### src/sv/sulw_pkg.sv
package sulw_pkg;

  localparam int LEVEL_W        = 26;
  localparam int COUNT_W        = 7;
  localparam int CFG_IDX_W      = 2;
  localparam int MAX_LEVELS_DEF = 64;

  localparam logic [CFG_IDX_W-1:0] CFG_LOWER = 2'd0;
  localparam logic [CFG_IDX_W-1:0] CFG_UPPER = 2'd1;

  typedef logic [LEVEL_W-1:0] level_t;

  localparam level_t LOWER_RESET = '0;
  localparam level_t UPPER_RESET = '1;

  typedef struct packed {
    level_t supply_level;
    logic   final_item;
  } in_item_t;

  typedef struct packed {
    level_t             kept_level;
    logic [COUNT_W-1:0] kept_count;
    logic               is_empty;
    logic               overflow;
    logic               end_of_run;
  } out_item_t;

  typedef struct packed {
    logic   valid;
    level_t level;
  } slot_t;

endpackage

### src/sv/sulw_cell.sv
module sulw_cell
  import sulw_pkg::*;
(
  input  logic  clk_i,
  input  logic  rst_ni,
  input  logic  emit_i,
  input  slot_t in_i,
  input  slot_t nbr_i,
  output slot_t held_o,
  output slot_t pass_o,
  output logic  fill_o
);

  logic   held_valid_q, held_valid_d;
  level_t held_level_q, held_level_d;
  logic   pass_valid_q, pass_valid_d;
  level_t pass_level_q, pass_level_d;

  always_comb begin
    held_valid_d = held_valid_q;
    held_level_d = held_level_q;
    pass_valid_d = 1'b0;
    pass_level_d = in_i.level;
    fill_o       = 1'b0;
    if (emit_i) begin
      held_valid_d = nbr_i.valid;
      held_level_d = nbr_i.level;
    end else if (in_i.valid) begin
      if (!held_valid_q) begin
        held_valid_d = 1'b1;
        held_level_d = in_i.level;
        fill_o       = 1'b1;
      end else if (in_i.level == held_level_q) begin
        // duplicate, dropped here
        pass_valid_d = 1'b0;
      end else if (in_i.level < held_level_q) begin
        held_level_d = in_i.level;
        pass_valid_d = 1'b1;
        pass_level_d = held_level_q;
      end else begin
        pass_valid_d = 1'b1;
      end
    end
  end

  always_ff @(posedge clk_i or negedge rst_ni) begin
    if (!rst_ni) begin
      held_valid_q <= 1'b0;
      pass_valid_q <= 1'b0;
    end else begin
      held_valid_q <= held_valid_d;
      pass_valid_q <= pass_valid_d;
    end
  end

  always_ff @(posedge clk_i) begin
    held_level_q <= held_level_d;
    pass_level_q <= pass_level_d;
  end

  assign held_o = '{valid: held_valid_q, level: held_level_q};
  assign pass_o = '{valid: pass_valid_q, level: pass_level_q};

endmodule

### config.mk
export PLATFORM = sky130hd
export DESIGN_NAME = sulw_cell
export DESIGN_NICKNAME = d
export VERILOG_FILES = /design/src/sv/sulw_pkg.sv /design/src/sv/sulw_cell.sv
export SDC_FILE = /design/constraint.sdc
export NUM_CORES = 1
export LEC_CHECK = 0
export BUFFER_PORTS_ARGS = -buffer_cell sky130_fd_sc_hd__buf_2
export CORE_ASPECT_RATIO = 0.75
export CORE_MARGIN = 2
export CORE_UTILIZATION = 29
export DETAILED_ROUTE_END_ITERATION = 7
export PLACE_DENSITY = 0.5
export SYNTH_ARGS = -nofsm -noshare
export SYNTH_HDL_FRONTEND = slang
export SYNTH_SLANG_ARGS = --single-unit
export TNS_END_PERCENT = 20
### constraint.sdc
create_clock -name clk_i -period 3.18 [get_ports clk_i]
set_input_delay 0.159 -clock clk_i [delete_from_list [all_inputs] [get_ports clk_i]]
set_output_delay 0.159 -clock clk_i [all_outputs]
set_load 0.01 [all_outputs]
# Yosys cells after proc, flatten, opt, wreduce, memory -nomap -nowiden
# Index checks and enable logic that the tools add are counted.
# totals
regBits,54
input_bits,57
output_inout_bits,55
word_cells,29
# classes
n_lt_le_gt_ge,1
eq_ne,3
muxes,19
n_reduce_logical,2
# op_table
op,count
2-to-1 mux 26 bit,10
equality test 26 bit,1
< comparator 26 bit,1
2-to-1 mux 1 bit,9
"!= test 3 x 2 -> 1 bit, second input constant",1
"!= test 3 bit, second input constant",1
AND reduction 3 bit,1
nonzero test 2 bit,1

# Depth between registers and ports, before layout
# Gate-level depths: netlist of the first run.
# logic_depth
depth_word,6
mapped_depth,9
depth_no_buf,8

# Least setup slack after synthesis of the first run
# No wires, ideal clock.
# synth_timing
kind,register -> register
from,register held_level_q[0]
to,"register held_level_q[0], enable pin"
setup_time_ns,0.382
arrival_ns,2.239
t_required_ns,2.798
setup_slack_ns,0.559
stages_incl_launch_ff,8
n_path_buf,0
period_less_slack_ns,2.621
cell_sequence,edfxtp_1 -> ha_1 -> nand2b_4 -> a21oi_1 -> nor3_1 -> o41ai_1 -> a41o_2 -> a21o_1
# synth_via
elab_chain_len,3
word_cells_on_any_way,5
classes_between,order compare (1); eq/ne (3); reduce/logical (1)
# synth_rtl
element,line,source
from (decl),sulw_cell.sv:15,"level_t held_level_q, held_level_d;"
from (signal assigned),sulw_cell.sv:57,held_level_q <= held_level_d;
< comparator 26 bit / equality test 26 bit (equally long branches),"sulw_cell.sv:36, sulw_cell.sv:33",
!= test 3 x 2 -> 1 bit (no source line) / != test 3 bit (equally long branches),n/a,
AND reduction 3 bit (no source line) *,n/a,
# Mark *: on every way between the ends. The rest lies on a longest branch, timed or not.
# A chain may end at the register's enable or synchronous reset.

# Final worst setup path of the first run
# layout_timing
from,register held_level_q[25]
to,"register held_level_q[3], enable pin"
# The elaborated chain is that of the path after synthesis.

==> results of run 1 <==
[worst paths after layout]
check	from	to	depth (start not counted)
worst max register to register	held_level_q[25]	held_level_q[3]	9
min in group asynchronous	rst_ni	pass_valid_q	2
worst max-delay path	held_level_q[25]	held_level_q[3]	9
max in group asynchronous	rst_ni	held_valid_q	2
worst min register to register	held_level_q[15]	pass_level_q[15]	1
worst min-delay path	nbr_i[26]	held_valid_q	3
[final cells by class]
type	instances	area (um2)
Sequential cell	54	1351
Tap cell	128	160.2
Fill cell	918	5482
Inverter	27	101.3
Clock buffer	5	125.1
Clock inverter	3	40.04
Multi-Input combinational cell	126	1229
Timing Repair Buffer	116	595.6
[timing repair]
item / in CTS / in global routing
endpoints found under the setup margin: 0 / 0
hold endpoints to repair: 2 / 0
hold buffers: 1 / 0
[flip-flops by register name, summed over array words and instances (netlist names)]
register / cells
pass_level_q: 26
held_valid_q: 1
pass_valid_q: 1
held_level_q: 26
[layer usage]
metal  vias to the layer above  track usage (%)
met1                       906            17.75
li1                       1000                -
met2                        68            19.03
met3                         5            4.291
met5                         -                0
met4                         0            3.896
[synthesized netlist by cell type (2+ instances only)]
master | count | share of area, %
sky130_fd_sc_hd__buf_6 | 2 | 0.82
sky130_fd_sc_hd__o21ai_0 | 5 | 0.92
sky130_fd_sc_hd__mux2_2 | 48 | 20
sky130_fd_sc_hd__ha_1 | 26 | 12
sky130_fd_sc_hd__edfxtp_1 | 26 | 29
sky130_fd_sc_hd__nand3_1 | 2 | 0.37
sky130_fd_sc_hd__nand2_1 | 6 | 0.82
sky130_fd_sc_hd__nor2_1 | 5 | 0.69
sky130_fd_sc_hd__buf_1 | 2 | 0.28
sky130_fd_sc_hd__a211oi_1 | 2 | 0.55
sky130_fd_sc_hd__mux2_4 | 3 | 1.6
sky130_fd_sc_hd__buf_4 | 2 | 0.55
sky130_fd_sc_hd__inv_1 | 27 | 3.7
sky130_fd_sc_hd__a21o_1 | 3 | 0.82
sky130_fd_sc_hd__nand4_1 | 4 | 0.92
sky130_fd_sc_hd__a21oi_1 | 8 | 1.5
sky130_fd_sc_hd__dfxtp_1 | 26 | 19
sky130_fd_sc_hd__dfrtp_1 | 2 | 1.8
[power by group through the flow]
stage	registers [uW]	clock network (uW)	logic (uW)
finish	834	616	346
floorplan	876	0	171
CTS	836	645	352
detailed placement	851	0	348
global placement	852	0	345
global route	841	669	390
[kinds of logic after synthesis]
family	count (synthesis)	share of synthesized area (%)
AO/OA/AOI/OAI	23	5.637
adder cells (fa/ha/maj)	26	11.92
buffers and inverters	34	5.499
flip-flops	54	49.50
multiplexers	51	21.45
AND/OR/NAND/NOR	26	6.004
[worst reg2reg max path, delay by kind of cell (launching register included)]
kind	cells	cell delay [ns]
adder cells (fa/ha/maj)	1	0.30
flip-flops	1	0.38
AND/OR/NAND/NOR	3	0.89
AO/OA/AOI/OAI	3	0.52
buffers and inverters	2	0.27
[cells in the final DEF, fill, tap and decap left out, types with 5 or more instances in the layout]
cell type                   netlist  layout
sky130_fd_sc_hd__ha_1            26      26
sky130_fd_sc_hd__o21ai_0          5       5
sky130_fd_sc_hd__clkbuf_16        0       5
sky130_fd_sc_hd__dfxtp_1         26      26
sky130_fd_sc_hd__inv_1           27      27
sky130_fd_sc_hd__a21oi_1          8       8
sky130_fd_sc_hd__nor2_1           5       5
sky130_fd_sc_hd__nand2_1          6       6
sky130_fd_sc_hd__mux2_2          48      48
sky130_fd_sc_hd__edfxtp_1        26      26
sky130_fd_sc_hd__buf_2            0     111
[per-stage QoR]
step / cell area (um2) / cells / hold WS, ns / util, % / total power, uW
5_1_grt: 3602 / 459 / 0.1101 / 39.66 / 1901
3_3_place_gp: 3427 / 450 / -0.04879 / 37.73 / 1197
4_1_cts: 3602 / 459 / 0.08551 / 39.66 / 1833
3_5_place_dp: 3427 / 450 / -0.04677 / 37.73 / 1199
6_report: 3602 / 459 / 0.09065 / 39.66 / 1796
2_1_floorplan: 2730 / 214 / -0.1366 / - / 1047
==> results summary, run 1 <==
Wire segments on met2 add up to between 2000 and 3000 um in the final route. The clock input transition at the sequential cells of the worst setup and hold paths came out at 0.07 ns. The final layout contains 413 nets. The via density per instance is 4.312. The detail-routed net length per standard cell came out at 14.10 um. The clock tree buffer depth came out at 2. The data arrival at the endpoint of the critical path is 2.66 ns. The worst setup path is launched from a flop. The number of gates resized after CTS was 0. The final period demand of the worst path came out at ~2.6 ns.

The die boundary height came out at roughly 88 um. The total CTS buffers is 5. The tree is rooted in a sky130_fd_sc_hd__clkbuf_16. The die covers 10210 um2. The gate count of the mapped netlist came out at around 210. The H-tree generated during clock tree synthesis spans 2 levels. The maximum number of pins on one net before global-route repair is 33.

The signal on the critical path passes through inv_1 -> ha_1 -> nand4_1 -> nor4_2 -> and4_2 -> o41ai_1 -> a41o_2 -> a21o_1 -> buf_4. The slew of the pin with the lowest slew margin is 0.7671 ns. The sequential power share is 46.5%.

Broken down by cell family, the worst path's largest delay share belongs to simple AND/OR/NAND/NOR gates. The number of synthesized flops with an enable pin is 26. The insertion delay of the later-clocked pin in the worst-skew pair is about 0.29 ns. The class of the tightest hold or removal check is primary input to flop.

The category of the most critical setup path is flop to flop. In this design, the stage delay of the slowest critical-path cell is 0.39 ns. Global routing finished with a remaining overflow of 0.

The clock arrives with 0.005035 ns of skew. The final setup violation count came out at 0. The first-pass GRT wire length came out at 9811 um. The part of the total power dissipated in the clock network is 34.3%. The number of antenna repair diodes came out at 0.

The Yosys step of the flow raised 0 warnings. The HPWL reported at the end of detailed placement came out at 4982 um. The remaining max-slew budget at the tightest pin is about half.

The period utilization came out at 82.35%. The area inside the core boundary came out at 9084 um2. The sum of buffers and inverters on the critical path came out at 2. Per report_power, the combinational group accounts for between 10% and 20% of the total. The maximum clock frequency came out at 0.3819 GHz.

In this run switching power makes up 25.37% of total power. The via count of the first global-routing pass came out at about 1900. At the worst endpoint, the required time is 3.22 ns. The number of antenna violations at the first check in global routing is 0. The routability congestion estimate came out at 0.7432. The max-slew violation count is 0.

The floorplan has 30 rows. The register-to-register path setup slack is 0.56 ns. The accumulated negative setup slack is 0 ns. The number of hold-slack violations in the final timing report came out at 0. The number of buffers inserted by port buffering came out at 111.

The uppermost layer routed is met4. The initial cell density of the core came out at ~30%. The routed wire length on met3 came out at 441 um.

The count of pins on the block boundary came out at 112. The fraction of the yosys area taken by sequential cells is 49.50%. The net count after synthesis came out at 297. Among all stages on the critical path, the largest delay is contributed by sky130_fd_sc_hd__nor4_2. The leakage power of the design is 0.001703 uW.

The final routed wirelength across all metal layers came out at about 6500 um. The total number of vias is 1979. Once routing completed, OpenROAD measured the worst setup slack at 0.5613 ns. The net switching power came out at 455.6 uW. Before antenna repair, the detailed router went through 4 iterations. The worst supply voltage drop on vdd is 188.7 uV. Dividing the synthesized area by the synthesized cell count gives 12.76 um2. Global routing used 12.82% of the available tracks across all layers.

The run finished with clean final reports. The flop and latch count out of synthesis is 54. The worst setup path is captured at a flop. The synthesis-to-layout area growth is 31.94%.

TritonCTS built the clock tree. Setup repair after global routing left no endpoint under its margin. OpenSTA, run right after detailed placement, puts the worst setup slack at 0.5228 ns. The count of nets left with antenna violations once routing finished came out at 0. The maximum fanout along the worst path is 14. The number of buffers added for setup after CTS came out at 0. The total DRC errors in the routed layout is 0.

The fraction of layout cells with a size suffix above 1 came out at 54.38%. After synthesis the cells add up to about 2700 um2. In the synthesized netlist the async set-or-reset flop fraction comes to 3.704%. Clock tree synthesis found a total of between 50 and 60 sinks. The routed metal-1 wirelength is 3280 um.

The total power divided by cell area is around 500 nW/um2. Max-cap violations in this run came to 0. The distinct cell type count of the synthesized netlist came out at 33. The detailed router's first-iteration violation count came out at 40. For this run, the leading register cell type out of synthesis is sky130_fd_sc_hd__edfxtp_1. The internal power came out at 1340 uW.

The die span in x came out at 116.0 um.
(Power assumes the default switching activity.)
==> run 2: changes to the inputs <==
Clock period 3.18 ns to 2.7 ns, I/O delays scaled along.
==> results summary, run 2 (same netlist as run 1, synthesis figures left out) <==
The maximum number of pins on one net before global-route repair came out at 32 (was 33). The combined global-route utilization of all metal layers is 12.99% (was 12.82%). The routability congestion estimate came out at 0.7594 (was 0.7432). The fraction of layout cells with a size suffix above 1 came to 54.22% (was 54.38%). The total power divided by cell area is 568.9 nW/um2 (was 498.5 nW/um2). The worst clock skew on the final layout came out at 0.006276 ns (was 0.005035 ns).

The worst supply voltage drop on vdd came out at 209.5 uV (was 188.7 uV). The max-slew violation count is 0 (unchanged). The clock input transition at the sequential cells of the worst setup and hold paths was 0.07 ns (about the same). The count of pins on the block boundary came out at 112 (unchanged). The number of antenna repair diodes is 0 (unchanged). The startpoint of the worst register-to-register path is held_level_q[0] (was held_level_q[25]).

The overflow left after global routing came out at 0 (unchanged). The die boundary height is 88.03 um (unchanged). The final setup violation count came out at 0 (unchanged). The category of the most critical setup path is flop to flop (unchanged). The maximum fanout along the worst path is 20 (was 14). The total die area is 10210 um2 (unchanged). The insertion delay of the later-clocked pin in the worst-skew pair came out at 0.29 ns (about the same). The total CTS buffers is 5 (unchanged). Largest registers: held_level_q (26), pass_level_q (26) (unchanged). The first-pass iteration count of the detailed router is 4 (unchanged).

The accumulated negative setup slack is 0 ns (unchanged). The maximum clock frequency came out at 0.3966 GHz (was 0.3819 GHz). The row count came out at 30 (unchanged). The antenna violation net count after detailed routing is 0 (unchanged). The cell at the slowest stage of the critical path is sky130_fd_sc_hd__edfxtp_1 (was sky130_fd_sc_hd__nor4_2). The smallest hold slack came out at 0.06506 ns (was 0.09065 ns). The number of hold-slack violations in the final timing report came to 0 (unchanged). The count of clock tree sinks came out at 54 (unchanged). The largest stage delay on the critical path is 0.43 ns (was 0.39 ns).

The number of buffers inserted by port buffering came out at 111 (unchanged). The total DRC errors in the routed layout came out at 0 (unchanged). The period utilization came to 93.38% (was 82.35%). The area inside the core boundary came out at 9084 um2 (unchanged). The CTS tree was built (unchanged). The final period demand of the worst path is 2.521 ns (was 2.619 ns). The H-tree level count came out at 2 (unchanged). The commonest non-fill, non-tap cell in the layout is sky130_fd_sc_hd__buf_2 (unchanged). The buffer type at the clock tree root is sky130_fd_sc_hd__clkbuf_16 (unchanged). The leakage power of the design came out at 0.001701 uW (was 0.001703 uW).

Commonest cells after routing, fill and taps aside: 111 x sky130_fd_sc_hd__buf_2, 48 x sky130_fd_sc_hd__mux2_2, 27 x sky130_fd_sc_hd__inv_1 (unchanged). The startpoint of the worst hold path is nbr_i[26] (unchanged). The initial cell density of the core came to 30.06% (unchanged). The via density per instance is 4.330 (was 4.312). The total number of nets in the final design is 414 (was 413). The clock tree buffer depth came out at 2 (unchanged). The critical path capture point type is a flop (unchanged).

The synthesis-to-layout area growth was 32.03% (was 31.94%). Outcome: finished, final reports clean (unchanged). The critical path startpoint is held_level_q[0] (was held_level_q[25]).

The class of the tightest hold or removal check is primary input to flop (unchanged). The die span in x came out at 116.0 um (unchanged). The startpoint type of the worst setup path is a flop (unchanged). Critical Path, Cell by Cell: ha_1 -> nand2b_4 -> a21oi_1 -> nor3_1 -> o41ai_1 -> nor3b_4 -> buf_12 -> mux2_2 (was inv_1 -> ha_1 -> nand4_1 -> nor4_2 -> and4_2 -> o41ai_1 -> a41o_2 -> a21o_1 -> buf_4). The first-pass GRT wire length is 10090 um (was 9811 um).

The number of buffers added for setup after CTS came out at 0 (unchanged). The slew of the pin with the lowest slew margin is 0.4028 ns (was 0.7671 ns). The required time reported for the critical path endpoint is 2.88 ns (was 3.22 ns). The total number of vias is 1992 (was 1979). The data arrival at the endpoint of the critical path is 2.70 ns (was 2.66 ns). The detail-routed net length per standard cell came out at 14.03 um (was 14.10 um). The number of max-cap violations is 0 (unchanged).

The detailed router's first-iteration violation count was 48 (was 40). The via count of the first global-routing pass is 1936 (was 1930). The final routed wirelength across all metal layers came out at 6452 um (was 6472 um). RSZ-0062 raised after global routing: false (unchanged). The number of antenna violations at the first check in global routing came out at 0 (unchanged). The remaining max-slew budget at the tightest pin was 72.80% (was 48.86%).

The HPWL reported at the end of detailed placement is 5066 um (was 4982 um).
==> run 2: metrics by stage <==
stage | total power (uW) | instance area, um2 | utilization [%] | cells | setup WS [ns]
after floorplan | 1233 | 2730 | - | 214 | 0.07896
after global placement | 1415 | 3447 | 37.95 | 451 | 0.2317
after detailed placement | 1416 | 3447 | 37.95 | 451 | 0.1813
after CTS | 2083 | 3605 | 39.68 | 460 | 0.1697
after global routing | 2170 | 3605 | 39.68 | 460 | 0.01306
final | 2051 | 3605 | 39.68 | 460 | 0.1786
==> run 2: where the power goes <==
part	internal (uW)	switching (uW)	total (uW)
Clock	369	288	657
Combinational	204	209	412
Sequential	943	38.5	982
Total	1520	535	2050
==> run 2: what timing repair did <==
| action | CTS | global route |
|---|---|---|
| endpoints found under the hold margin | 2 | 0 |
| endpoints found under the setup margin | 0 | 0 |
| hold buffers | 1 | 0 |
| resized for setup | 0 | 0 |
==> run 2: cell type report <==
type | instances | area (um2)
clock inverters | 1 | 5.005
flip-flops and latches | 54 | 1351
fillers | 927 | 5479
multi-input cells | 126 | 1229
inverters | 27 | 101.3
clock buffers | 7 | 142.6
repair buffers | 117 | 615.6
well taps | 128 | 160.2
==> run 2: worst max-delay path: cells and delay by family (launching register included) <==
kind | cells | cell delay, ns
compound gates | 2 | 0.57
simple gates | 3 | 0.52
flops | 1 | 0.43
mux | 1 | 0.35
fa+ha+maj | 1 | 0.33
buf+inv | 1 | 0.22
==> run 2: worst paths after layout <==
path | to | slack (ns) | cells after the start
max | pass_level_q[16] | 0.18 | 8
min reg2reg | pass_level_q[1] | 0.53 | 1
min in group asynchronous | held_valid_q | 0.16 | 2
max reg2reg | pass_level_q[16] | 0.18 | 8
min | held_valid_q | 0.07 | 3
max in group asynchronous | pass_valid_q | 2.44 | 2
==> run 2: metal layers <==
| metal | GRT usage (%) | up-vias | wire (um) |
|---|---|---|---|
| met3 | 4.360 | 4 | 483 |
| met5 | 0 | - | 0 |
| met4 | 2.922 | 0 | 49 |
| met1 | 18.43 | 910 | 3273 |
| li1 | - | 1008 | - |
| met2 | 19.25 | 70 | 2646 |
